[config.mk]
export PLATFORM = sky130hd
export DESIGN_NAME = srtf_process_scheduler
export DESIGN_NICKNAME = d
export VERILOG_FILES = /design/src/hw/rtl/sps_pkg.sv /design/src/hw/rtl/sps_cell.sv /design/src/hw/rtl/srtf_process_scheduler.sv
export SDC_FILE = /design/constraint.sdc
export NUM_CORES = 2
export LEC_CHECK = 0
export ABC_CLOCK_PERIOD_IN_PS = 9600
export BUFFER_PORTS_ARGS = -buffer_cell sky130_fd_sc_hd__buf_4
export CAP_MARGIN = 20
export CORE_MARGIN = 1
export CORE_UTILIZATION = 50
export DETAILED_ROUTE_END_ITERATION = 10
export PLACE_DENSITY = 0.7
export RECOVER_POWER = 50
export SLEW_MARGIN = 20
export SYNTH_ARGS = -nofsm -noshare
export SYNTH_HDL_FRONTEND = slang
export SYNTH_SLANG_ARGS = --single-unit
[constraint.sdc]
create_clock -name clk -period 9.6 [get_ports clk]
set_input_delay 1.92 -clock clk [delete_from_list [all_inputs] [get_ports clk]]
set_output_delay 1.92 -clock clk [all_outputs]
set_load 0.03 [all_outputs]
[src/hw/rtl/sps_pkg.sv]
// sps_pkg: shared constants, codes, control struct and saturating helpers
// for the shortest-remaining-time-first scheduler; no dependencies
package sps_pkg;

  // default sizing
  localparam int MAX_PROCS_DEF  = 16;
  localparam int BURST_BITS_DEF = 16;

  // field widths
  localparam int SLOT_W  = 4;
  localparam int IDENT_W = 8;
  localparam int INBURST_W = 16;
  localparam int BLK_W   = 24;
  localparam int TIME_W  = 32;
  localparam int ACT_W   = 5;
  localparam int PEN_W   = 8;
  localparam int EV_W    = 2;

  // result queue: at most three results per tick
  localparam int QDEPTH = 3;

  // configuration reset values
  localparam logic [ACT_W-1:0] ACTIVE_RESET  = 5'd16;
  localparam logic [PEN_W-1:0] PENALTY_RESET = 8'd1;

  // register indexes
  localparam logic REG_ACTIVE_SLOTS  = 1'b0;
  localparam logic REG_BLOCK_PENALTY = 1'b1;

  // item modes
  localparam logic MODE_LOAD = 1'b0;
  localparam logic MODE_TICK = 1'b1;

  // event codes
  localparam logic [EV_W-1:0] EV_INTERRUPT = 2'd0;
  localparam logic [EV_W-1:0] EV_DISPATCH  = 2'd1;
  localparam logic [EV_W-1:0] EV_COMPLETE  = 2'd2;
  localparam logic [EV_W-1:0] EV_ALL_DONE  = 2'd3;

  // controller states
  typedef enum logic [1:0] {
    ST_IDLE,
    ST_SCAN,
    ST_EMIT
  } sps_state_t;

  // commands broadcast to every cell
  typedef struct packed {
    logic load;    // write the addressed slot
    logic dec;     // decrement remaining time of the picked slot
    logic charge;  // write new blocked time of the current slot
  } sps_ctl_t;

  // saturating adds
  function automatic logic [TIME_W-1:0] sat_time_add(input logic [TIME_W-1:0] a,
                                                     input logic [TIME_W-1:0] b);
    logic [TIME_W:0] s;
    s = {1'b0, a} + {1'b0, b};
    return s[TIME_W] ? {TIME_W{1'b1}} : s[TIME_W-1:0];
  endfunction

  function automatic logic [BLK_W-1:0] sat_blk_add(input logic [BLK_W-1:0] a,
                                                   input logic [PEN_W-1:0] b);
    logic [BLK_W:0] s;
    s = {1'b0, a} + {{(BLK_W-PEN_W+1){1'b0}}, b};
    return s[BLK_W] ? {BLK_W{1'b1}} : s[BLK_W-1:0];
  endfunction

endpackage

[src/hw/rtl/sps_cell.sv]
// sps_cell: one table slot of the scheduler (id, remaining time, blocked time)
// and one stage of the minimum-search chain; uses sps_pkg
module sps_cell #(
  parameter int IDX        = 0,
  parameter int IDXW       = 4,
  parameter int BURST_BITS = sps_pkg::BURST_BITS_DEF
) (
  input  logic                         clk,
  input  logic                         rst,
  input  sps_pkg::sps_ctl_t            ctl,
  input  logic [sps_pkg::ACT_W-1:0]    active_slots,
  input  logic [sps_pkg::SLOT_W-1:0]   load_slot,
  input  logic [sps_pkg::IDENT_W-1:0]  load_ident,
  input  logic [BURST_BITS-1:0]        load_rem,
  input  logic [IDXW-1:0]              dec_idx,
  input  logic [IDXW-1:0]              cur_idx,
  input  logic                         cur_valid,
  input  logic [sps_pkg::BLK_W-1:0]    charge_blk,
  // search word from the previous cell
  input  logic                         in_valid,
  input  logic                         in_found,
  input  logic [IDXW-1:0]              in_idx,
  input  logic [BURST_BITS-1:0]        in_rem,
  input  logic [sps_pkg::IDENT_W-1:0]  in_ident,
  input  logic [sps_pkg::BLK_W-1:0]    in_blk,
  input  logic [sps_pkg::IDENT_W-1:0]  in_cident,
  input  logic [sps_pkg::BLK_W-1:0]    in_cblk,
  // search word to the next cell
  output logic                         out_valid,
  output logic                         out_found,
  output logic [IDXW-1:0]              out_idx,
  output logic [BURST_BITS-1:0]        out_rem,
  output logic [sps_pkg::IDENT_W-1:0]  out_ident,
  output logic [sps_pkg::BLK_W-1:0]    out_blk,
  output logic [sps_pkg::IDENT_W-1:0]  out_cident,
  output logic [sps_pkg::BLK_W-1:0]    out_cblk
);

  localparam logic [IDXW-1:0] MY_IDX = IDXW'(IDX);

  // slot contents
  logic [sps_pkg::IDENT_W-1:0] ident;
  logic [BURST_BITS-1:0]       rem;
  logic [sps_pkg::BLK_W-1:0]   blk;

  logic active;
  logic take;
  logic is_cur;

  assign active = (32'(active_slots) > IDX);
  assign take   = active && (rem != '0) && (!in_found || (rem < in_rem));
  assign is_cur = cur_valid && (cur_idx == MY_IDX);

  // slot updates: load, decrement of the picked slot, penalty on the current one
  always_ff @(posedge clk) begin
    if (rst) begin
      ident <= '0;
      rem   <= '0;
      blk   <= '0;
    end else begin
      if (ctl.load && (32'(load_slot) == IDX)) begin
        ident <= load_ident;
        rem   <= load_rem;
        blk   <= '0;
      end else begin
        if (ctl.dec && (dec_idx == MY_IDX)) begin
          rem <= rem - BURST_BITS'(1);
        end
        if (ctl.charge && is_cur) begin
          blk <= charge_blk;
        end
      end
    end
  end

  // search word valid travels down the row
  always_ff @(posedge clk) begin
    if (rst) begin
      out_valid <= 1'b0;
    end else begin
      out_valid <= in_valid;
    end
  end

  // keep the better candidate, pick up the current slot's contents on the way
  always_ff @(posedge clk) begin
    out_found  <= in_found || take;
    out_idx    <= take ? MY_IDX : in_idx;
    out_rem    <= take ? rem    : in_rem;
    out_ident  <= take ? ident  : in_ident;
    out_blk    <= take ? blk    : in_blk;
    out_cident <= is_cur ? ident : in_cident;
    out_cblk   <= is_cur ? blk   : in_cblk;
  end

endmodule

[src/hw/rtl/srtf_process_scheduler.sv]
// srtf_process_scheduler: top level with controller, config registers and
// the row of sps_cell slots; uses sps_pkg and sps_cell
//
// Usage:
//   Items enter on start/mode/slot/proc_id/burst_time, taken when start is
//   high and busy is low. A load word (mode 0) writes one slot and yields
//   no result; loads can follow back to back.
//   A tick word (mode 1) sends a search word down the row of MAX_PROCS
//   cells, one cell per cycle starting at the accepting edge; the decision
//   and table update fall when the word leaves the last cell, then zero to
//   three results follow on consecutive cycles, each marked by event_valid
//   for one cycle, the final one with last set.
//   busy stays high through the scan and the results, so no word is taken
//   while a tick is in progress; the length of the cell row sets how long
//   the scan lasts.
//   The receiver cannot stall: results are presented once and not held.
//   Registers active_slots (0x0) and block_penalty (0x4) sit on the APB
//   port, pready is always high; write them only while busy is low.
//   Synchronous reset clears the table, time, current slot and phase,
//   and restores active_slots to 16 and block_penalty to 1.
module srtf_process_scheduler #(
  parameter int MAX_PROCS  = sps_pkg::MAX_PROCS_DEF,
  parameter int BURST_BITS = sps_pkg::BURST_BITS_DEF
) (
  input  logic                           clk,
  input  logic                           rst,
  // item channel
  input  logic                           start,
  output logic                           busy,
  input  logic                           mode,
  input  logic [sps_pkg::SLOT_W-1:0]     slot,
  input  logic [sps_pkg::IDENT_W-1:0]    proc_id,
  input  logic [sps_pkg::INBURST_W-1:0]  burst_time,
  // result channel
  output logic                           event_valid,
  output logic [sps_pkg::EV_W-1:0]       event_res,
  output logic [sps_pkg::SLOT_W-1:0]     event_slot,
  output logic [sps_pkg::IDENT_W-1:0]    event_proc,
  output logic [sps_pkg::TIME_W-1:0]     time_now,
  output logic [sps_pkg::BLK_W-1:0]      blocked_total,
  output logic                           last,
  // configuration port
  input  logic                           psel,
  input  logic                           penable,
  input  logic                           pwrite,
  input  logic [2:0]                     paddr,
  input  logic [31:0]                    pwdata,
  output logic [31:0]                    prdata,
  output logic                           pready
);

  localparam int IDXW = $clog2(MAX_PROCS);

  // slot index to the 4-bit result field
  function automatic logic [sps_pkg::SLOT_W-1:0] to_slot(input logic [IDXW-1:0] idx);
    logic [IDXW+sps_pkg::SLOT_W-1:0] ext;
    ext = {{sps_pkg::SLOT_W{1'b0}}, idx};
    return ext[sps_pkg::SLOT_W-1:0];
  endfunction

  // configuration registers
  logic [sps_pkg::ACT_W-1:0] active_slots;
  logic [sps_pkg::PEN_W-1:0] block_penalty;
  logic                      cfg_wr;

  assign pready = 1'b1;
  assign cfg_wr = psel && penable && pwrite;

  always_ff @(posedge clk) begin
    if (rst) begin
      active_slots  <= sps_pkg::ACTIVE_RESET;
      block_penalty <= sps_pkg::PENALTY_RESET;
    end else if (cfg_wr) begin
      case (paddr[2])
        sps_pkg::REG_ACTIVE_SLOTS:  active_slots  <= pwdata[sps_pkg::ACT_W-1:0];
        sps_pkg::REG_BLOCK_PENALTY: block_penalty <= pwdata[sps_pkg::PEN_W-1:0];
        default: ;
      endcase
    end
  end

  // register readback
  always_comb begin
    case (paddr[2])
      sps_pkg::REG_ACTIVE_SLOTS:  prdata = {{(32-sps_pkg::ACT_W){1'b0}}, active_slots};
      sps_pkg::REG_BLOCK_PENALTY: prdata = {{(32-sps_pkg::PEN_W){1'b0}}, block_penalty};
      default:                    prdata = '0;
    endcase
  end

  // scheduler state
  sps_pkg::sps_state_t      state, state_next;
  logic [IDXW-1:0]          cur_idx, cur_idx_next;
  logic                     cur_valid, cur_valid_next;
  logic                     phase, phase_next;
  logic [sps_pkg::TIME_W-1:0] sim_time, sim_time_next;

  logic item_acc;
  logic load_acc;
  logic tick_acc;
  logic decide;

  assign item_acc = start && !busy;
  assign load_acc = item_acc && (mode == sps_pkg::MODE_LOAD);
  assign tick_acc = item_acc && (mode == sps_pkg::MODE_TICK);

  // search chain wires
  logic                         ch_valid  [MAX_PROCS+1];
  logic                         ch_found  [MAX_PROCS+1];
  logic [IDXW-1:0]              ch_idx    [MAX_PROCS+1];
  logic [BURST_BITS-1:0]        ch_rem    [MAX_PROCS+1];
  logic [sps_pkg::IDENT_W-1:0]  ch_ident  [MAX_PROCS+1];
  logic [sps_pkg::BLK_W-1:0]    ch_blk    [MAX_PROCS+1];
  logic [sps_pkg::IDENT_W-1:0]  ch_cident [MAX_PROCS+1];
  logic [sps_pkg::BLK_W-1:0]    ch_cblk   [MAX_PROCS+1];

  assign ch_valid[0]  = tick_acc;
  assign ch_found[0]  = 1'b0;
  assign ch_idx[0]    = '0;
  assign ch_rem[0]    = '0;
  assign ch_ident[0]  = '0;
  assign ch_blk[0]    = '0;
  assign ch_cident[0] = '0;
  assign ch_cblk[0]   = '0;

  // load value masked to the burst width
  logic [BURST_BITS+sps_pkg::INBURST_W-1:0] burst_ext;
  logic [BURST_BITS-1:0]                    load_rem;

  assign burst_ext = {{BURST_BITS{1'b0}}, burst_time};
  assign load_rem  = burst_ext[BURST_BITS-1:0];

  // decision on the search result
  logic                       found;
  logic [IDXW-1:0]            best_idx;
  logic                       intr;
  logic                       disp;
  logic                       comp;
  logic [sps_pkg::BLK_W-1:0]  cur_blk_new;
  logic [sps_pkg::BLK_W-1:0]  best_blk_eff;
  logic [sps_pkg::TIME_W-1:0] t_pen;
  logic [sps_pkg::TIME_W-1:0] t_exec;

  assign found    = ch_found[MAX_PROCS];
  assign best_idx = ch_idx[MAX_PROCS];
  assign decide   = (state == sps_pkg::ST_SCAN) && ch_valid[MAX_PROCS];

  assign intr        = cur_valid && phase;
  assign disp        = intr || !cur_valid || (cur_idx != best_idx);
  assign comp        = (ch_rem[MAX_PROCS] == BURST_BITS'(1));
  assign cur_blk_new = sps_pkg::sat_blk_add(ch_cblk[MAX_PROCS], block_penalty);
  assign best_blk_eff = (intr && (cur_idx == best_idx)) ? cur_blk_new : ch_blk[MAX_PROCS];
  assign t_pen  = intr ? sps_pkg::sat_time_add(sim_time, {24'd0, block_penalty}) : sim_time;
  assign t_exec = sps_pkg::sat_time_add(t_pen, 32'd1);

  // commands to the cells
  sps_pkg::sps_ctl_t ctl;

  assign ctl.load   = load_acc;
  assign ctl.dec    = decide && found;
  assign ctl.charge = decide && found && intr;

  // row of slot cells
  for (genvar g = 0; g < MAX_PROCS; g++) begin : g_cell
    sps_cell #(
      .IDX       (g),
      .IDXW      (IDXW),
      .BURST_BITS(BURST_BITS)
    ) u_cell (
      .clk         (clk),
      .rst         (rst),
      .ctl         (ctl),
      .active_slots(active_slots),
      .load_slot   (slot),
      .load_ident  (proc_id),
      .load_rem    (load_rem),
      .dec_idx     (best_idx),
      .cur_idx     (cur_idx),
      .cur_valid   (cur_valid),
      .charge_blk  (cur_blk_new),
      .in_valid    (ch_valid[g]),
      .in_found    (ch_found[g]),
      .in_idx      (ch_idx[g]),
      .in_rem      (ch_rem[g]),
      .in_ident    (ch_ident[g]),
      .in_blk      (ch_blk[g]),
      .in_cident   (ch_cident[g]),
      .in_cblk     (ch_cblk[g]),
      .out_valid   (ch_valid[g+1]),
      .out_found   (ch_found[g+1]),
      .out_idx     (ch_idx[g+1]),
      .out_rem     (ch_rem[g+1]),
      .out_ident   (ch_ident[g+1]),
      .out_blk     (ch_blk[g+1]),
      .out_cident  (ch_cident[g+1]),
      .out_cblk    (ch_cblk[g+1])
    );
  end

  // result queue
  logic [sps_pkg::EV_W-1:0]    q_res  [sps_pkg::QDEPTH];
  logic [sps_pkg::SLOT_W-1:0]  q_slot [sps_pkg::QDEPTH];
  logic [sps_pkg::IDENT_W-1:0] q_proc [sps_pkg::QDEPTH];
  logic [sps_pkg::TIME_W-1:0]  q_time [sps_pkg::QDEPTH];
  logic [sps_pkg::BLK_W-1:0]   q_blk  [sps_pkg::QDEPTH];
  logic [1:0]                  q_count;

  logic [sps_pkg::EV_W-1:0]    ld_res  [sps_pkg::QDEPTH];
  logic [sps_pkg::SLOT_W-1:0]  ld_slot [sps_pkg::QDEPTH];
  logic [sps_pkg::IDENT_W-1:0] ld_proc [sps_pkg::QDEPTH];
  logic [sps_pkg::TIME_W-1:0]  ld_time [sps_pkg::QDEPTH];
  logic [sps_pkg::BLK_W-1:0]   ld_blk  [sps_pkg::QDEPTH];
  logic [1:0]                  ld_count;
  logic [1:0]                  pos_disp;
  logic [1:0]                  pos_comp;

  assign pos_disp = {1'b0, intr};
  assign pos_comp = {1'b0, intr} + {1'b0, disp};

  // pack the events of this tick in order
  always_comb begin
    for (int i = 0; i < sps_pkg::QDEPTH; i++) begin
      ld_res[i]  = sps_pkg::EV_ALL_DONE;
      ld_slot[i] = '0;
      ld_proc[i] = '0;
      ld_time[i] = sim_time;
      ld_blk[i]  = '0;
    end
    ld_count = 2'd1;
    if (found) begin
      ld_count = {1'b0, intr} + {1'b0, disp} + {1'b0, comp};
      if (intr) begin
        ld_res[0]  = sps_pkg::EV_INTERRUPT;
        ld_slot[0] = to_slot(cur_idx);
        ld_proc[0] = ch_cident[MAX_PROCS];
        ld_time[0] = t_pen;
        ld_blk[0]  = cur_blk_new;
      end
      if (disp) begin
        ld_res[pos_disp]  = sps_pkg::EV_DISPATCH;
        ld_slot[pos_disp] = to_slot(best_idx);
        ld_proc[pos_disp] = ch_ident[MAX_PROCS];
        ld_time[pos_disp] = t_pen;
        ld_blk[pos_disp]  = best_blk_eff;
      end
      if (comp) begin
        ld_res[pos_comp]  = sps_pkg::EV_COMPLETE;
        ld_slot[pos_comp] = to_slot(best_idx);
        ld_proc[pos_comp] = ch_ident[MAX_PROCS];
        ld_time[pos_comp] = t_exec;
        ld_blk[pos_comp]  = best_blk_eff;
      end
    end
  end

  // queue fill on decision, shift on each presented word
  always_ff @(posedge clk) begin
    if (rst) begin
      q_count <= '0;
    end else if (decide) begin
      q_count <= ld_count;
    end else if (event_valid) begin
      q_count <= q_count - 2'd1;
    end
  end

  always_ff @(posedge clk) begin
    if (decide) begin
      for (int i = 0; i < sps_pkg::QDEPTH; i++) begin
        q_res[i]  <= ld_res[i];
        q_slot[i] <= ld_slot[i];
        q_proc[i] <= ld_proc[i];
        q_time[i] <= ld_time[i];
        q_blk[i]  <= ld_blk[i];
      end
    end else if (event_valid) begin
      for (int i = 0; i < sps_pkg::QDEPTH - 1; i++) begin
        q_res[i]  <= q_res[i+1];
        q_slot[i] <= q_slot[i+1];
        q_proc[i] <= q_proc[i+1];
        q_time[i] <= q_time[i+1];
        q_blk[i]  <= q_blk[i+1];
      end
    end
  end

  assign event_res     = q_res[0];
  assign event_slot    = q_slot[0];
  assign event_proc    = q_proc[0];
  assign time_now      = q_time[0];
  assign blocked_total = q_blk[0];
  assign last          = (q_count == 2'd1);

  // current slot, phase and clock after an executed tick
  always_comb begin
    cur_idx_next   = cur_idx;
    cur_valid_next = cur_valid;
    phase_next     = phase;
    sim_time_next  = sim_time;
    if (decide && found) begin
      sim_time_next = t_exec;
      if (comp) begin
        cur_valid_next = 1'b0;
        cur_idx_next   = '0;
      end else begin
        cur_valid_next = 1'b1;
        cur_idx_next   = best_idx;
        phase_next     = !phase;
      end
    end
  end

  always_ff @(posedge clk) begin
    if (rst) begin
      cur_idx   <= '0;
      cur_valid <= 1'b0;
      phase     <= 1'b0;
      sim_time  <= '0;
    end else begin
      cur_idx   <= cur_idx_next;
      cur_valid <= cur_valid_next;
      phase     <= phase_next;
      sim_time  <= sim_time_next;
    end
  end

  // controller: next state
  always_comb begin
    state_next = state;
    case (state)
      sps_pkg::ST_IDLE: begin
        if (tick_acc) state_next = sps_pkg::ST_SCAN;
      end
      sps_pkg::ST_SCAN: begin
        if (ch_valid[MAX_PROCS]) begin
          state_next = (ld_count != 2'd0) ? sps_pkg::ST_EMIT : sps_pkg::ST_IDLE;
        end
      end
      sps_pkg::ST_EMIT: begin
        if (q_count == 2'd1) state_next = sps_pkg::ST_IDLE;
      end
      default: state_next = sps_pkg::ST_IDLE;
    endcase
  end

  // controller: outputs
  always_comb begin
    case (state)
      sps_pkg::ST_IDLE: begin
        busy        = 1'b0;
        event_valid = 1'b0;
      end
      sps_pkg::ST_SCAN: begin
        busy        = 1'b1;
        event_valid = 1'b0;
      end
      sps_pkg::ST_EMIT: begin
        busy        = 1'b1;
        event_valid = 1'b1;
      end
      default: begin
        busy        = 1'b0;
        event_valid = 1'b0;
      end
    endcase
  end

  always_ff @(posedge clk) begin
    if (rst) begin
      state <= sps_pkg::ST_IDLE;
    end else begin
      state <= state_next;
    end
  end

`ifndef NO_ASSERTIONS
  // the final word of a tick is followed by an idle result channel
  a_last_ends: assert property (@(posedge clk) disable iff (rst)
    event_valid && last |=> !event_valid)
    else $error("result after final word of a tick");

  // the search word reaches the row end only while a tick is scanning
  a_chain_scan: assert property (@(posedge clk) disable iff (rst)
    ch_valid[MAX_PROCS] |-> (state == sps_pkg::ST_SCAN))
    else $error("search word at row end outside scan");

  // results begin only right after a decision
  a_emit_after_scan: assert property (@(posedge clk) disable iff (rst)
    $rose(event_valid) |-> ($past(state) == sps_pkg::ST_SCAN))
    else $error("results started without a decision");

  // the current slot always names a real cell
  a_cur_range: assert property (@(posedge clk) disable iff (rst)
    cur_valid |-> (32'(cur_idx) < MAX_PROCS))
    else $error("current slot out of range");
`endif

endmodule

# After elaboration in Yosys (flattened, before gate mapping)
# Memory sizes are Yosys's and may differ from the RTL's.
# Index checks and enable logic that the tools add are counted.
[word_totals]
wordCells = 734
input_bits = 70
n_memories = 5
output_inout_bits = 106
regBits = 2184
mem_bits_rw = 210
[mem_list]
columns = ["memory", "words", "word_bits", "rd", "rd_ports_with_merged_regs", "write_ports", "line_no", "text"]
rows = [
  ["q_time", 3, 32, 3, 0, 3, "srtf_process_scheduler.sv:204", "logic [sps_pkg::TIME_W-1:0] q_time [sps_pkg::QDEPTH];"],
  ["q_blk", 3, 24, 3, 0, 3, "srtf_process_scheduler.sv:205", "logic [sps_pkg::BLK_W-1:0] q_blk [sps_pkg::QDEPTH];"],
  ["q_proc", 3, 8, 3, 0, 3, "srtf_process_scheduler.sv:203", "logic [sps_pkg::IDENT_W-1:0] q_proc [sps_pkg::QDEPTH];"],
  ["q_slot", 3, 4, 3, 0, 3, "srtf_process_scheduler.sv:202", "logic [sps_pkg::SLOT_W-1:0] q_slot [sps_pkg::QDEPTH];"],
  ["q_res", 3, 2, 3, 0, 3, "srtf_process_scheduler.sv:201", "logic [sps_pkg::EV_W-1:0] q_res [sps_pkg::QDEPTH];"],
]
[op_classes]
reduce_logical = 216
add_sub_neg = 22
muxes = 198
eq_ne = 54
magnitude_cmp = 35
bitwise = 21
[ops]
columns = ["operator", "n"]
rows = [
  ["2-to-1 mux 24 bit", 42],
  ["2-to-1 mux 16 bit", 47],
  ["2-to-1 mux 96 bit", 4],
  ["2-to-1 mux 32 bit", 9],
  ["2-to-1 mux 72 bit", 4],
  ["2-to-1 mux 8 bit", 36],
  ["nonzero test 16 bit", 16],
  ["subtractor 16 x 1 -> 16 bit, second input constant", 16],
  ["< comparator 16 bit", 15],
  ["bitwise mux 96 bit", 2],
  ["bitwise mux 72 bit", 2],
  ["demux 32 bit (select 2 bit)", 2],
  ["logical AND 1 bit", 107],
  ["demux 24 bit (select 2 bit)", 2],
  ["equality test 4 bit, second input constant", 24],
  ["case mux 32 bit (2 select lines)", 1],
  ["bitwise mux 24 bit", 2],
  ["equality test 4 x 3 -> 1 bit, second input constant", 12],
  ["2-to-1 mux 12 bit", 4],
  ["greater-than comparator 5 x 4 -> 1 bit, second input constant", 8],
  ["nonzero test 2 bit", 18],
  ["OR reduction 2 bit", 17],
  ["adder 32 x 1 -> 33 bit, second input constant", 1],
  ["adder 32 x 8 -> 33 bit", 1],
  ["40 further kinds", 154],
]

# Logic depth before layout (Yosys ltp)
[logic_depth]
depth_word = 14
ltp_mapped = 18
depth_no_buf = 16

# Modules after synthesis
# Synthesis repeated with hierarchy kept, for this count alone.
[hier_totals]
cells_unflattened = 9767
hier_area_um2 = 101572.4
[by_module_without_submodules]
columns = ["module", "cells_each", "area_per_inst_um2", "seq_area_each_um2", "instances"]
rows = [
  ["srtf_process_scheduler", 1879, 16879.9, 7377.1, 1],
  ["sps_cell (g_cell[10].u_cell ...)", 482, 5303.8, 2682.6, 2],
  ["sps_cell (g_cell[13].u_cell)", 620, 5945.7, 2682.6, 1],
  ["sps_cell (g_cell[14].u_cell)", 481, 5348.9, 2682.6, 1],
  ["sps_cell (g_cell[15].u_cell)", 485, 5323.9, 2682.6, 1],
  ["sps_cell (g_cell[9].u_cell)", 486, 5313.8, 2682.6, 1],
  ["sps_cell (g_cell[1].u_cell)", 484, 5302.6, 2682.6, 1],
  ["sps_cell (g_cell[12].u_cell)", 486, 5300.1, 2682.6, 1],
  ["sps_cell (g_cell[6].u_cell)", 481, 5298.8, 2682.6, 1],
  ["sps_cell (g_cell[8].u_cell)", 482, 5277.6, 2682.6, 1],
  ["sps_cell (g_cell[2].u_cell)", 484, 5252.5, 2682.6, 1],
  ["sps_cell (g_cell[3].u_cell)", 491, 5211.2, 2682.6, 1],
  ["sps_cell (g_cell[11].u_cell)", 488, 5136.2, 2682.6, 1],
  ["sps_cell (g_cell[4].u_cell)", 484, 5136.2, 2682.6, 1],
  ["2 more rows", "-", "-", "-", "-"],
]

# Worst setup path after synthesis
# No wires, ideal clock.
[synth_path]
kind = "register to register"
start = "reg state[0]"
end = "mem q_blk[0][0] in the netlist's numbering, enable pin"
synth_period_minus_slack_ps = 4939
setup_slack_ps = 4661
setup_ps = 1200
required_time_ps = 8400
stages_incl_launch_ff = 7
arrival_time_ps = 3739
cell_sequence = "dfxtp_1 -> inv_1 -> ha_1 -> inv_1 -> clkbuf_1 -> clkbuf_1 -> nand2_1"
[synth_rtl]
columns = ["item", "line_no", "text"]
rows = [
  ["start, declared", "srtf_process_scheduler.sv:92", "sps_pkg::sps_state_t state, state_next;"],
  ["start signal, assigned", "srtf_process_scheduler.sv:370", "state <= sps_pkg::ST_IDLE;"],
  ["start signal, assigned", "srtf_process_scheduler.sv:372", "state <= state_next;"],
  ["end, declared", "srtf_process_scheduler.sv:205", ""],
]

==> out/qor.yml <==
synth_area_sq_mm: 0.0952
seqPwrFrac_pct: 48.0
power.total_mw: 22.0
clk_latency_ps: 870
combPwrFrac_pct: 8.9
cts_hold_buffers: 0
synth.most_common_cell: "dfxtp_1"
relSlewSlack_pct: -160
drtAntennaViolNets: 0
tns_ps: 0
multiInputGateArea_sq_mm: 0.0415
swShare_pct: 24.0
die_area_sq_mm: 0.192
cts_made_buffers: 231
clk_pin_slew_ps: 60
crit_family: "buffers and inverters"
period_share_pct: 80.1
cts_tree: "yes"
setup_viol: 0
layout.nets: 9283
core_sq_mm: 0.188
grt_pass1_vias: 64500
fmax_mhz: 130
synth_common_cells: "dfxtp_1 (2184), mux2_2 (1193), nor2_1 (681)"
wl_mm: 228
yosys_register_bits: 2393
synth-seq-area-share_pct: 52.5
power_density_mw_per_mm2: 208
cpMostUsedCell: "o21ai_0"
ios: 176
holdWs_ps: 400
cp_max_fo: 28
cts_setup_buffers: 0
rsz0062_at_grt: "no"
track_usage_pct: 23.3
drt_first_pass_iters: 6
start_util_pct: 50.6
synth_top_family_by_area: "multiplexers"
root_buffer: "clkbuf_16"
synthMuxAreaShare_pct: 14.7
postSynthAreaPerCell_sq_um: 10.5
worst_slew_pin_slew_ps: 3890
drive_gt1_share_pct: 20.5
die_h_um: 438
synth_enable_flop_cells: 209
yosys_warnings: 0
crit_path_top_delay_cell: "clkbuf_1"
clockPowerShare_pct: 43.1
instances_no_fill: 11700
clock_skew_ps: 47.2
synthAdderAreaFrac_pct: 3.52
htree_levels: 4
synthSimpleGateAreaFrac_pct: 10.8
synthDistinctLibCells: 97
synth_xor_area_share_pct: 2.23
area_growth_pct: 11.1
clkSinkCount: 2393
min_path_type: "register to register"
internal_power_mw: 16.7
synth_compound_gate_area_share_pct: 12.0
die_width_um: 438
status: "complete, but fails checks"
dp.cells: 11200
antenna_found_initial: 13
overflow: 0
setup_slack_ps: 1910
avgViaCountPerCell: 5.53
power_switching_mw: 5.27
yosys-top-cells-area: "dfxtp_1 (46%), mux2_2 (14%), edfxtp_1 (6.6%)"
required_ps: 10270
path_class: "register to register"
power_leakage_nw: 40.7
ir_drop_mv: 0.204
cp_cell_sequence: "and2_0, clkbuf_1, inv_1, o41a_1, a21bo_1, a211oi_2, and4_1, nand4b_1, buf_4, o21ai_1, o21ai_0, o21ai_0"
hold_violations: 0
fill_cells: 15600
num_vias: 64400
grt_max_degree: 158
dp_worst_setup_slack_ps: 3050
endpoint_kind: "register"
min_period_ps: 7690
grt_first_pass_wirelength_mm: 361
worstPathArrival_ps: 8360
critPathMaxStageDelay_ps: 1240
synth_top_area_share_pct: 45.9
drc_errors: 0
violations: "capacitance limit, slew limit"
slew_violations: 2155
critPathLaunchType: "register"
ys.flop_type: "dfxtp_1"
num_rows: 159
wl_per_cell_um: 19.6
synth_area_leader_cell: "dfxtp_1"
drv_cap: 49
seqCellArea_sq_mm: 0.0500
async_flop_share_pct: 0
place_congestion: 0.926
critical_path_buf_inv_count: 3
syn-instance-count: 9093
dp_hpwl_mm: 160
clockBufferDepth: 3
first_iter_violations: 4163
io_buffers: 124
post_cts_resized: 0
flip-flops by register name, indices dropped and copies added, names as in the netlist, 12 cells and up:
signal	flops
q_slot	12
g_cell.u_cell.out_ident	128
g_cell.u_cell.out_rem	256
g_cell.u_cell.out_cident	128
g_cell.u_cell.out_cblk	384
g_cell.u_cell.out_valid	16
sim_time	32
g_cell.u_cell.ident	128
q_blk	72
g_cell.u_cell.blk	384
q_proc	24
g_cell.u_cell.rem	256
g_cell.u_cell.out_blk	384
q_time	96
g_cell.u_cell.out_found	16
g_cell.u_cell.out_idx	49
logic make-up after synthesis:
group	count (synthesis)
xor+xnor	242
other cells	2
buf+inv	975
simple gates	2191
mux	1246
flops	2393
fa+ha+maj	267
compound gates	1777
per-stage QoR:
| stage | util [%] | area, sq um |
|---|---|---|
| finish | 56.2 | 106000 |
| global route | 56.2 | 106000 |
| CTS | 56.3 | 106000 |
| detailed placement | 52.0 | 97900 |
| global placement | 52.0 | 97900 |
| floorplan | - | 95300 |
routing by layer:
| layer | track usage, % | wire length [um] | vias up |
|---|---|---|---|
| met5 | 0 | 0 | - |
| met4 | 8.01 | 7070 | 0 |
| met3 | 3.35 | 11900 | 430 |
| met2 | 39.7 | 108000 | 1683 |
| met1 | 30.0 | 101000 | 30600 |
| li1 | - | - | 31600 |
path summary, 6_finish.rpt:
| path | startpoint | endpoint | slack [ps] | depth (start not counted) |
|---|---|---|---|---|
| setup / recovery | cur_valid | q_time[0][47] | 1910 | 12 |
| hold reg to reg | g_cell[14].u_cell.out_idx[1] | g_cell[15].u_cell.out_idx[1] | 400 | 1 |
| hold / removal | g_cell[14].u_cell.out_idx[1] | g_cell[15].u_cell.out_idx[1] | 400 | 1 |
| setup reg to reg | cur_valid | q_time[0][47] | 1910 | 12 |
power by group through the flow:
stage	sequential, mW	clock, mW	combinational [mW]
2_1_floorplan	10.7	0	1.41
3_3_place_gp	10.8	0	1.91
3_5_place_dp	10.8	0	1.94
4_1_cts	10.5	9.63	1.95
5_1_grt	10.6	10.1	2.10
6_report	10.5	9.47	1.96
cells in the final DEF, fill, tap and decap left out, types with 140 or more instances in the layout:
| master | count |
|---|---|
| nor2_1 | 668 |
| a211oi_1 | 428 |
| xnor2_1 | 140 |
| a21oi_1 | 460 |
| o21ai_0 | 400 |
| mux2_2 | 1173 |
| nand3_1 | 143 |
| dfxtp_1 | 2184 |
| inv_1 | 302 |
| clkbuf_16 | 236 |
| buf_4 | 211 |
| nand2_1 | 641 |
| edfxtp_1 | 209 |
| ha_1 | 265 |
cell type report:
type                    count  share of cell area [%]
clock inverters            91                    1.19
inverters                 302                    1.07
flip-flops and latches   2393                    47.3
well taps                2495                    2.95
diodes                      7                  0.0166
repair buffers            270                    1.73
clock buffers             344                    6.57
multi-input cells        5748                    39.2
Power figures use the tool's default switching activity.
